## config.mk

```make
export PLATFORM = sky130hd
export DESIGN_NAME = tag_frame_parser_7bit_unpack_top_flat
export DESIGN_NICKNAME = d
export VERILOG_FILES = /design/src/hw/rtl/tfp_pkg.sv /design/src/hw/rtl/tfp_if.sv /design/src/hw/rtl/tag_frame_parser_7bit_unpack_top.sv /design/src/hw/rtl/tfp_cfg.sv /design/src/hw/rtl/tfp_store.sv /design/src/hw/rtl/tfp_repack.sv /design/src/flat_wrapper.sv
export SDC_FILE = /design/constraint.sdc
export NUM_CORES = 1
export LEC_CHECK = 0
export BUFFER_PORTS_ARGS = -buffer_cell sky130_fd_sc_hd__buf_4
export CORE_MARGIN = 5
export CORE_UTILIZATION = 40
export DETAILED_ROUTE_END_ITERATION = 10
export SYNTH_ARGS = -nofsm -noshare
export SYNTH_HDL_FRONTEND = slang
export SYNTH_SLANG_ARGS = --single-unit
export TNS_END_PERCENT = 5
```

## constraint.sdc

```tcl
create_clock -name clk -period 5.3 [get_ports clk]
set_input_delay 0.53 -clock clk [delete_from_list [all_inputs] [get_ports clk]]
set_output_delay 0.53 -clock clk [all_outputs]
set_load 0.02 [all_outputs]
```

## src/hw/rtl/tfp_pkg.sv

```systemverilog
// shared types, constants and the output byte schedule of the frame parser
package tfp_pkg;

    // frame layout
    localparam int unsigned PAYLOAD_LEN = 14;
    localparam int unsigned ADDR_W      = 4;
    localparam logic [3:0]  POS_LAST    = 4'(PAYLOAD_LEN - 1);
    localparam logic [7:0]  CHECK_MASK  = 8'h7f;
    localparam logic [7:0]  END_CR      = 8'h0d;
    localparam logic [7:0]  END_LF      = 8'h0a;

    // register map
    localparam int unsigned APB_ADDR_W = 3;
    localparam logic        REG_FIRST  = 1'b0;
    localparam logic        REG_SECOND = 1'b1;

    // parser phase
    typedef enum logic [2:0] {
        PH_HUNT0  = 3'd0,
        PH_HUNT1  = 3'd1,
        PH_DATA   = 3'd2,
        PH_CHECK  = 3'd3,
        PH_END_CR = 3'd4,
        PH_END_LF = 3'd5
    } phase_t;

    // output sequencer state
    typedef enum logic [1:0] {
        EM_IDLE = 2'd0,
        EM_READ = 2'd1,
        EM_LOAD = 2'd2
    } emit_t;

    typedef struct packed {
        logic [7:0] first_prefix;
        logic [7:0] second_prefix;
    } cfg_regs_t;

    typedef struct packed {
        logic              en;
        logic [ADDR_W-1:0] addr;
        logic [7:0]        data;
    } wr_req_t;

    typedef struct packed {
        logic              en;
        logic [ADDR_W-1:0] lo_addr;
        logic [ADDR_W-1:0] hi_addr;
    } rd_req_t;

    typedef struct packed {
        logic       bypass;
        logic [2:0] shift;
    } repack_ctl_t;

    typedef struct packed {
        logic [ADDR_W-1:0] lo_addr;
        logic [ADDR_W-1:0] hi_addr;
        repack_ctl_t       ctl;
    } step_plan_t;

    // which stored bytes and which shift build output byte n
    function automatic step_plan_t step_plan(input logic [3:0] n);
        step_plan_t p;
        p.lo_addr    = n;
        p.hi_addr    = n;
        p.ctl.bypass = 1'b1;
        p.ctl.shift  = 3'd0;
        if (n >= 4'd9)
        begin
            p.lo_addr    = n - 4'd1;
            p.hi_addr    = n;
            p.ctl.bypass = 1'b0;
            p.ctl.shift  = 3'(n - 4'd9);
        end
        else if (n >= 4'd2)
        begin
            p.lo_addr    = n - 4'd2;
            p.hi_addr    = n - 4'd1;
            p.ctl.bypass = 1'b0;
            p.ctl.shift  = 3'(n - 4'd2);
        end
        return p;
    endfunction

endpackage

```

## src/hw/rtl/tfp_if.sv

```systemverilog
// valid/ready word channels for received bytes and frame bytes
interface tfp_rx_if;
    logic       valid;
    logic       ready;
    logic [7:0] rx_byte;

    modport source (output valid, output rx_byte, input ready);
    modport sink   (input valid, input rx_byte, output ready);
endinterface

interface tfp_frame_if;
    logic       valid;
    logic       ready;
    logic [7:0] frame_byte;
    logic [3:0] byte_position;
    logic       last_byte;

    modport source (output valid, output frame_byte, output byte_position,
                    output last_byte, input ready);
    modport sink   (input valid, input frame_byte, input byte_position,
                    input last_byte, output ready);
endinterface

```

## src/hw/rtl/tag_frame_parser_7bit_unpack_top.sv

```systemverilog
// Reader frame parser with 7-bit to 8-bit payload repacking.
//
// rx takes one received byte per word; frame delivers the 14 payload bytes
// of each good frame with their position and a last flag on byte 13.
// A frame is first_prefix, second_prefix, 14 payload bytes, a check byte
// (low 7 bits of the payload sum), 0x0D and 0x0A; any mismatch restarts
// the hunt for first_prefix. Prefixes are written over the APB port
// (first_prefix at 0x0, second_prefix at 0x4).
//
// While parsing, rx accepts one byte per cycle. The closing 0x0A starts the
// output sequencer, which walks the payload memory through one shared
// repack unit: for each byte, a READ state fetches two stored bytes and a
// LOAD state loads the output register once frame can take it. rx is held
// low during that walk. A stall on frame holds the output register and the
// sequencer waits on it; no byte is lost.
// Reset clears the prefixes to zero, returns to the hunt and empties the
// output register; the payload memory is not cleared.
module tag_frame_parser_7bit_unpack_top (
    input  logic                           clk,
    input  logic                           rst_n,
    tfp_rx_if.sink                         rx,
    tfp_frame_if.source                    frame,
    input  logic                           psel,
    input  logic                           penable,
    input  logic                           pwrite,
    input  logic [tfp_pkg::APB_ADDR_W-1:0] paddr,
    input  logic [31:0]                    pwdata,
    output logic [31:0]                    prdata,
    output logic                           pready
);

    tfp_pkg::cfg_regs_t    cfg;
    tfp_pkg::wr_req_t      wr;
    tfp_pkg::rd_req_t      rd;
    tfp_pkg::step_plan_t   plan;
    tfp_pkg::repack_ctl_t  ctl_reg;
    logic [7:0]            lo_data;
    logic [7:0]            hi_data;
    logic [7:0]            repacked;

    tfp_pkg::phase_t       phase_reg, phase_next;
    logic [3:0]            count_reg, count_next;
    logic [7:0]            sum_reg, sum_next;
    logic [7:0]            check_reg, check_next;
    tfp_pkg::emit_t        emit_reg, emit_next;
    logic [3:0]            pos_reg, pos_next;

    logic                  out_valid_reg, out_valid_next;
    logic [7:0]            out_byte_reg;
    logic [3:0]            out_pos_reg;
    logic                  out_last_reg;
    logic                  out_load;
    logic                  rx_take;
    logic [7:0]            c;

    tfp_cfg u_cfg (
        .clk     (clk),
        .rst_n   (rst_n),
        .psel    (psel),
        .penable (penable),
        .pwrite  (pwrite),
        .paddr   (paddr),
        .pwdata  (pwdata),
        .prdata  (prdata),
        .pready  (pready),
        .regs    (cfg)
    );

    tfp_store u_store (
        .clk     (clk),
        .wr      (wr),
        .rd      (rd),
        .lo_data (lo_data),
        .hi_data (hi_data)
    );

    tfp_repack u_repack (
        .lo     (lo_data),
        .hi     (hi_data),
        .ctl    (ctl_reg),
        .result (repacked)
    );

    assign c        = rx.rx_byte;
    assign rx.ready = (emit_reg == tfp_pkg::EM_IDLE);
    assign rx_take  = rx.valid & rx.ready;

    // payload capture
    assign wr.en   = rx_take && (phase_reg == tfp_pkg::PH_DATA);
    assign wr.addr = count_reg;
    assign wr.data = c;

    // memory read for the current output byte
    assign plan       = tfp_pkg::step_plan(pos_reg);
    assign rd.en      = (emit_reg == tfp_pkg::EM_READ);
    assign rd.lo_addr = plan.lo_addr;
    assign rd.hi_addr = plan.hi_addr;

    // parser phase machine
    always_ff @(posedge clk or negedge rst_n)
    begin
        if (!rst_n)
        begin
            phase_reg <= tfp_pkg::PH_HUNT0;
            count_reg <= 4'd0;
            sum_reg   <= 8'd0;
            check_reg <= 8'd0;
        end
        else
        begin
            phase_reg <= phase_next;
            count_reg <= count_next;
            sum_reg   <= sum_next;
            check_reg <= check_next;
        end
    end

    always_comb
    begin
        phase_next = phase_reg;
        count_next = count_reg;
        sum_next   = sum_reg;
        check_next = check_reg;
        if (rx_take)
        begin
            unique case (phase_reg)
                tfp_pkg::PH_HUNT1:
                begin
                    count_next = 4'd0;
                    sum_next   = 8'd0;
                    if (c == cfg.second_prefix)
                    begin
                        phase_next = tfp_pkg::PH_DATA;
                    end
                    else
                    begin
                        phase_next = tfp_pkg::PH_HUNT0;
                        check_next = 8'd0;
                    end
                end
                tfp_pkg::PH_DATA:
                begin
                    sum_next   = sum_reg + c;
                    count_next = count_reg + 4'd1;
                    if (count_reg == tfp_pkg::POS_LAST)
                    begin
                        phase_next = tfp_pkg::PH_CHECK;
                    end
                end
                tfp_pkg::PH_CHECK:
                begin
                    check_next = c;
                    phase_next = tfp_pkg::PH_END_CR;
                end
                tfp_pkg::PH_END_CR:
                begin
                    if (check_reg == (sum_reg & tfp_pkg::CHECK_MASK) && c == tfp_pkg::END_CR)
                    begin
                        phase_next = tfp_pkg::PH_END_LF;
                    end
                    else
                    begin
                        phase_next = tfp_pkg::PH_HUNT0;
                        count_next = 4'd0;
                        sum_next   = 8'd0;
                        check_next = 8'd0;
                    end
                end
                default:
                begin
                    // hunt for first prefix, also the end of frame
                    count_next = 4'd0;
                    sum_next   = 8'd0;
                    check_next = 8'd0;
                    if (phase_reg != tfp_pkg::PH_END_LF && c == cfg.first_prefix)
                    begin
                        phase_next = tfp_pkg::PH_HUNT1;
                    end
                    else
                    begin
                        phase_next = tfp_pkg::PH_HUNT0;
                    end
                end
            endcase
        end
    end

    // output sequencer
    always_ff @(posedge clk or negedge rst_n)
    begin
        if (!rst_n)
        begin
            emit_reg <= tfp_pkg::EM_IDLE;
            pos_reg  <= 4'd0;
        end
        else
        begin
            emit_reg <= emit_next;
            pos_reg  <= pos_next;
        end
    end

    assign out_load = (emit_reg == tfp_pkg::EM_LOAD) && (!out_valid_reg || frame.ready);

    always_comb
    begin
        emit_next = emit_reg;
        pos_next  = pos_reg;
        unique case (emit_reg)
            tfp_pkg::EM_IDLE:
            begin
                if (rx_take && phase_reg == tfp_pkg::PH_END_LF && c == tfp_pkg::END_LF)
                begin
                    emit_next = tfp_pkg::EM_READ;
                    pos_next  = 4'd0;
                end
            end
            tfp_pkg::EM_READ:
            begin
                emit_next = tfp_pkg::EM_LOAD;
            end
            tfp_pkg::EM_LOAD:
            begin
                if (out_load)
                begin
                    pos_next  = pos_reg + 4'd1;
                    emit_next = (pos_reg == tfp_pkg::POS_LAST) ? tfp_pkg::EM_IDLE
                                                               : tfp_pkg::EM_READ;
                end
            end
            default:
            begin
                emit_next = tfp_pkg::EM_IDLE;
            end
        endcase
    end

    // repack control is registered with the read, in step with the read data
    always_ff @(posedge clk)
    begin
        if (rd.en)
        begin
            ctl_reg <= plan.ctl;
        end
    end

    // output register
    always_comb
    begin
        out_valid_next = out_valid_reg;
        if (out_load)
        begin
            out_valid_next = 1'b1;
        end
        else if (frame.ready)
        begin
            out_valid_next = 1'b0;
        end
    end

    always_ff @(posedge clk or negedge rst_n)
    begin
        if (!rst_n)
        begin
            out_valid_reg <= 1'b0;
        end
        else
        begin
            out_valid_reg <= out_valid_next;
        end
    end

    always_ff @(posedge clk)
    begin
        if (out_load)
        begin
            out_byte_reg <= repacked;
            out_pos_reg  <= pos_reg;
            out_last_reg <= (pos_reg == tfp_pkg::POS_LAST);
        end
    end

    assign frame.valid         = out_valid_reg;
    assign frame.frame_byte    = out_byte_reg;
    assign frame.byte_position = out_pos_reg;
    assign frame.last_byte     = out_last_reg;

endmodule

```

## src/hw/rtl/tfp_cfg.sv

```systemverilog
// apb register file holding the two prefix bytes
module tfp_cfg (
    input  logic                             clk,
    input  logic                             rst_n,
    input  logic                             psel,
    input  logic                             penable,
    input  logic                             pwrite,
    input  logic [tfp_pkg::APB_ADDR_W-1:0]   paddr,
    input  logic [31:0]                      pwdata,
    output logic [31:0]                      prdata,
    output logic                             pready,
    output tfp_pkg::cfg_regs_t               regs
);

    logic [7:0] first_reg;
    logic [7:0] second_reg;
    logic       wr_en;
    logic       reg_sel;

    assign pready  = 1'b1;
    assign wr_en   = psel & penable & pwrite;
    assign reg_sel = paddr[2];

    // register writes
    always_ff @(posedge clk or negedge rst_n)
    begin
        if (!rst_n)
        begin
            first_reg  <= 8'd0;
            second_reg <= 8'd0;
        end
        else if (wr_en)
        begin
            unique case (reg_sel)
                tfp_pkg::REG_FIRST:  first_reg  <= pwdata[7:0];
                tfp_pkg::REG_SECOND: second_reg <= pwdata[7:0];
                default: ;
            endcase
        end
    end

    // read mux
    always_comb
    begin
        unique case (reg_sel)
            tfp_pkg::REG_FIRST:  prdata = {24'd0, first_reg};
            tfp_pkg::REG_SECOND: prdata = {24'd0, second_reg};
            default:             prdata = 32'd0;
        endcase
    end

    assign regs.first_prefix  = first_reg;
    assign regs.second_prefix = second_reg;

endmodule

```

## src/hw/rtl/tfp_store.sv

```systemverilog
// payload memory: one write port, two registered read ports
module tfp_store (
    input  logic             clk,
    input  tfp_pkg::wr_req_t wr,
    input  tfp_pkg::rd_req_t rd,
    output logic [7:0]       lo_data,
    output logic [7:0]       hi_data
);

    logic [7:0] mem [tfp_pkg::PAYLOAD_LEN];
    logic [7:0] lo_reg;
    logic [7:0] hi_reg;

    // write port
    always_ff @(posedge clk)
    begin
        if (wr.en)
        begin
            mem[wr.addr] <= wr.data;
        end
    end

    // read ports
    always_ff @(posedge clk)
    begin
        if (rd.en)
        begin
            lo_reg <= mem[rd.lo_addr];
            hi_reg <= mem[rd.hi_addr];
        end
    end

    assign lo_data = lo_reg;
    assign hi_data = hi_reg;

endmodule

```

## src/hw/rtl/tfp_repack.sv

```systemverilog
// shared shift unit that merges two 7-bit groups into one byte, or passes lo through on bypass
module tfp_repack (
    input  logic [7:0]           lo,
    input  logic [7:0]           hi,
    input  tfp_pkg::repack_ctl_t ctl,
    output logic [7:0]           result
);

    logic [7:0]  mask;
    logic [14:0] merged;

    // keep shift+1 low bits of the upper byte
    assign mask   = ~(8'hff << (ctl.shift + 3'd1));
    assign merged = ({7'd0, lo} >> ctl.shift) | ({7'd0, hi & mask} << (3'd7 - ctl.shift));
    assign result = ctl.bypass ? lo : merged[7:0];

endmodule
```

## src/flat_wrapper.sv

```systemverilog
// flat-port wrapper written by rule: the top's interface ports become plain ports
module tag_frame_parser_7bit_unpack_top_flat 
  (clk, rst_n, psel, penable, pwrite, paddr, pwdata, prdata, pready, rx_valid, rx_rx_byte, rx_ready, frame_valid, frame_frame_byte, frame_byte_position, frame_last_byte, frame_ready);
  tfp_rx_if rx_i ();
  tfp_frame_if frame_i ();
  input  logic clk;
  input  logic rst_n;
  input  logic psel;
  input  logic penable;
  input  logic pwrite;
  input  logic [tfp_pkg::APB_ADDR_W-1:0] paddr;
  input  logic [31:0] pwdata;
  output logic [31:0] prdata;
  output logic pready;
  input wire logic [$bits(rx_i.valid)-1:0] rx_valid;
  input wire logic [$bits(rx_i.rx_byte)-1:0] rx_rx_byte;
  output wire logic [$bits(rx_i.ready)-1:0] rx_ready;
  output wire logic [$bits(frame_i.valid)-1:0] frame_valid;
  output wire logic [$bits(frame_i.frame_byte)-1:0] frame_frame_byte;
  output wire logic [$bits(frame_i.byte_position)-1:0] frame_byte_position;
  output wire logic [$bits(frame_i.last_byte)-1:0] frame_last_byte;
  input wire logic [$bits(frame_i.ready)-1:0] frame_ready;
  assign rx_i.valid = rx_valid;
  assign rx_i.rx_byte = rx_rx_byte;
  assign rx_ready = rx_i.ready;
  assign frame_valid = frame_i.valid;
  assign frame_frame_byte = frame_i.frame_byte;
  assign frame_byte_position = frame_i.byte_position;
  assign frame_last_byte = frame_i.last_byte;
  assign frame_i.ready = frame_ready;
  tag_frame_parser_7bit_unpack_top u_core (.clk(clk), .rst_n(rst_n), .rx(rx_i), .frame(frame_i), .psel(psel), .penable(penable), .pwrite(pwrite), .paddr(paddr), .pwdata(pwdata), .prdata(prdata), .pready(pready));
endmodule
```

==> flow_metrics.tcl <==
set metrics [dict create \
    critPathArrivalTime_ps 4220 \
    tns_ps 0 \
    stdcell_count 1169 \
    nets 900 \
    antenna_cells 0 \
    io_pins 98 \
    die_w_microns 169 \
    drive_gt1_share_pct 19.1 \
    p_leak_nw 4.16 \
    cts_sinks 189 \
    synth.distinct_cells 73 \
    fin_crit_sh_pct 76.7 \
    ctsResizeCount 0 \
    rsz0062_at_grt "no" \
    htree_levels 4 \
    critPathLaunchType "flip-flop" \
    insertion_delay_ps 440 \
    fp.dieH_microns 169 \
    total_power_mw 3.65 \
    hold_buffers 0 \
    grt_max_degree 46 \
    status "complete, no violations" \
    yosys.area_share.simple_pct 8.53 \
    post-cts-setup-buffers 0 \
    slew_violations 0 \
    dpl.hpwl_mm 16.4 \
    worstMarginPinSlew_ps 1010 \
    core_area_sq_mm 0.0250 \
    synth-adder-area-share_pct 3.04 \
    postSynth.asyncResetShare_pct 23.8 \
    cts_made_buffers 17 \
    critPathCaptureType "flip-flop" \
    top_register "u_core.u_store.mem" \
    seq_area_frac_synth_pct 53.8 \
    cts-root-buf "clkbuf_16" \
    syn_to_final_growth_pct 11.4 \
    largest_reg_flops 112 \
    gp_congestion 0.829 \
    maxCapViolations 0 \
    skew_ps 8.67 \
    cp_slowest_cell "dfrtp_1" \
    wl_mm 24.2 \
    finalSetupViolCount 0 \
    dieArea_sq_mm 0.0286 \
    clk_path_buf_depth 2 \
    place_inst 1137 \
    ant_nets 0 \
    viasPerCell 5.62 \
    final_common_cell "edfxtp_1" \
    synthXorXnorAreaFrac_pct 2.59 \
    wire_per_inst_microns 20.7 \
    rows 58 \
    hold_path.class "input pin to async pin" \
    ys_warn_count 0 \
    synth_seq_cells 189 \
    synthCells 789 \
    crit_fanout 21 \
    path_buf_inv 2 \
    cp_top_family "simple AND/OR/NAND/NOR gates" \
    vias 6574 \
    grt_pass1_wl_mm 37.7 \
    max_clock_freq_mhz 246 \
    place_area_sq_mm 0.0107 \
    slowest_delay_ps 620 \
    drt_iter0_drc 744 \
    required_ps 5460 \
    finalHoldViolations 0 \
    layout_min_cycle_time_ps 4060 \
    synthMuxAreaShare_pct 15.0 \
    p_per_area_mw_per_mm2 323 \
    clk_pin_slew_ps 80 \
    io_buffer_count 46 \
    cts_tree "done" \
    final_cell_area_sq_mm 0.0113 \
    syn_area_sq_mm 0.0101 \
    start_util_pct 40.5 \
    grt_pass1_vias 6636 \
    slew_headroom_pct 32.6 \
    synth_flop_cell "edfxtp_1" \
    dr.pass1.iters 5 \
    mostFrequentLayoutCells "144 x edfxtp_1, 57 x buf_4, 54 x nand2_1" \
    synth_edf_count 144 \
    crit_type "flip-flop to flip-flop" \
    crit_chain "nor4_2 -> inv_1 -> ha_1 -> nor4bb_1 -> a211o_1 -> buf_4 -> mux4_2 -> a22oi_1 -> o211ai_1" \
    antenna_found_initial 0 \
    grt_usage_pct 17.1 \
    synth_top_family_by_area "multiplexers" \
    syn_area_per_cell_sq_um 12.8 \
    overflow 0 \
    route.detailed.drc 0 \
    max-vdd-ir-drop_uv 191 \
    synth_compound_area_share_pct 12.2 \
]
==> cell type report <==
class                   count  area [sq um]
multi-input cells         534          4310
well taps                 330           413
repair buffers             57           428
inverters                  27           101
fillers                  2295         13700
flip-flops and latches    189          5450
clock buffers              20           468
clock inverters            12           125
==> synth_stat cells, types with 12 or more instances <==
cell type  count  share of area (%)
dfrtp_1       45                 11
o21ai_0       21                1.0
a221o_1       14                1.4
buf_2         12               0.59
a21oi_1       21                1.0
mux2_2        35                3.9
buf_4         29                2.1
ha_1          23                2.8
nand2_1       54                2.0
o22ai_1       13               0.80
and2_1        14               0.86
clkbuf_1      16               0.59
mux2i_1       52                5.1
a22oi_1       22                1.6
nor2_1        27                1.0
inv_1         26               0.96
o211ai_1      13               0.96
edfxtp_1     144                 43
mux4_2        24                5.3
xnor2_1       21                1.8
==> worst paths after layout <==
kind	endpoint	slack, ps	cells after the start	from
max reg2reg	u_core.u_store.hi_data[6]$_DFFE_PN_	1240	9	u_core.pos_reg[3]$_DFFE_PN0P_
max	u_core.u_store.hi_data[6]$_DFFE_PN_	1240	9	u_core.pos_reg[3]$_DFFE_PN0P_
min in group clk	u_core.u_cfg.second_reg[4]$_DFFE_PN0P_	330	2	pwdata[4]
min	u_core.sum_reg[3]$_DFFE_PN0P_	110	1	rst_n
min reg2reg	u_core.sum_reg[6]$_DFFE_PN0P_	520	1	u_core.sum_reg[6]$_DFFE_PN0P_
max in group asynchronous	u_core.u_cfg.first_reg[7]$_DFFE_PN0P_	4770	1	rst_n
==> power breakdown <==
part           internal [mW]  switching (mW)  total, mW
registers               1.64          0.0368       1.67
logic                  0.288           0.395      0.683
clock network          0.701           0.596       1.30
==> worst register-to-register path, cell delays in order (launching register included) <==
cell	delay [ps]
dfrtp_1	620
nor4_2	620
inv_1	200
ha_1	360
nor4bb_1	390
a211o_1	170
buf_4	390
mux4_2	580
a22oi_1	260
o211ai_1	180
==> metal layers <==
| metal | routed length [microns] | GRT usage (%) |
|---|---|---|
| met5 | 0 | 0 |
| met1 | 10900 | 23.6 |
| met2 | 11600 | 27.8 |
| met4 | 488 | 5.15 |
| met3 | 1190 | 3.26 |
==> metrics by stage <==
step           hold slack [ps]  worst slack [ps]  utilization (%)
2_1_floorplan              234              1620                -
3_3_place_gp               497              1370             42.7
3_5_place_dp               508              1310             42.7
4_1_cts                    127              1280             45.1
5_1_grt                    146               942             45.1
6_report                   111              1240             45.1
==> logic make-up after synthesis <==
family / after synthesis
XOR/XNOR: 30
AND/OR/NAND/NOR: 168
adder cells (fa/ha/maj): 24
flip-flops: 189
other: 2
AO/OA/AOI/OAI: 170
buffers and inverters: 89
multiplexers: 117
(Power assumes the default switching activity.)
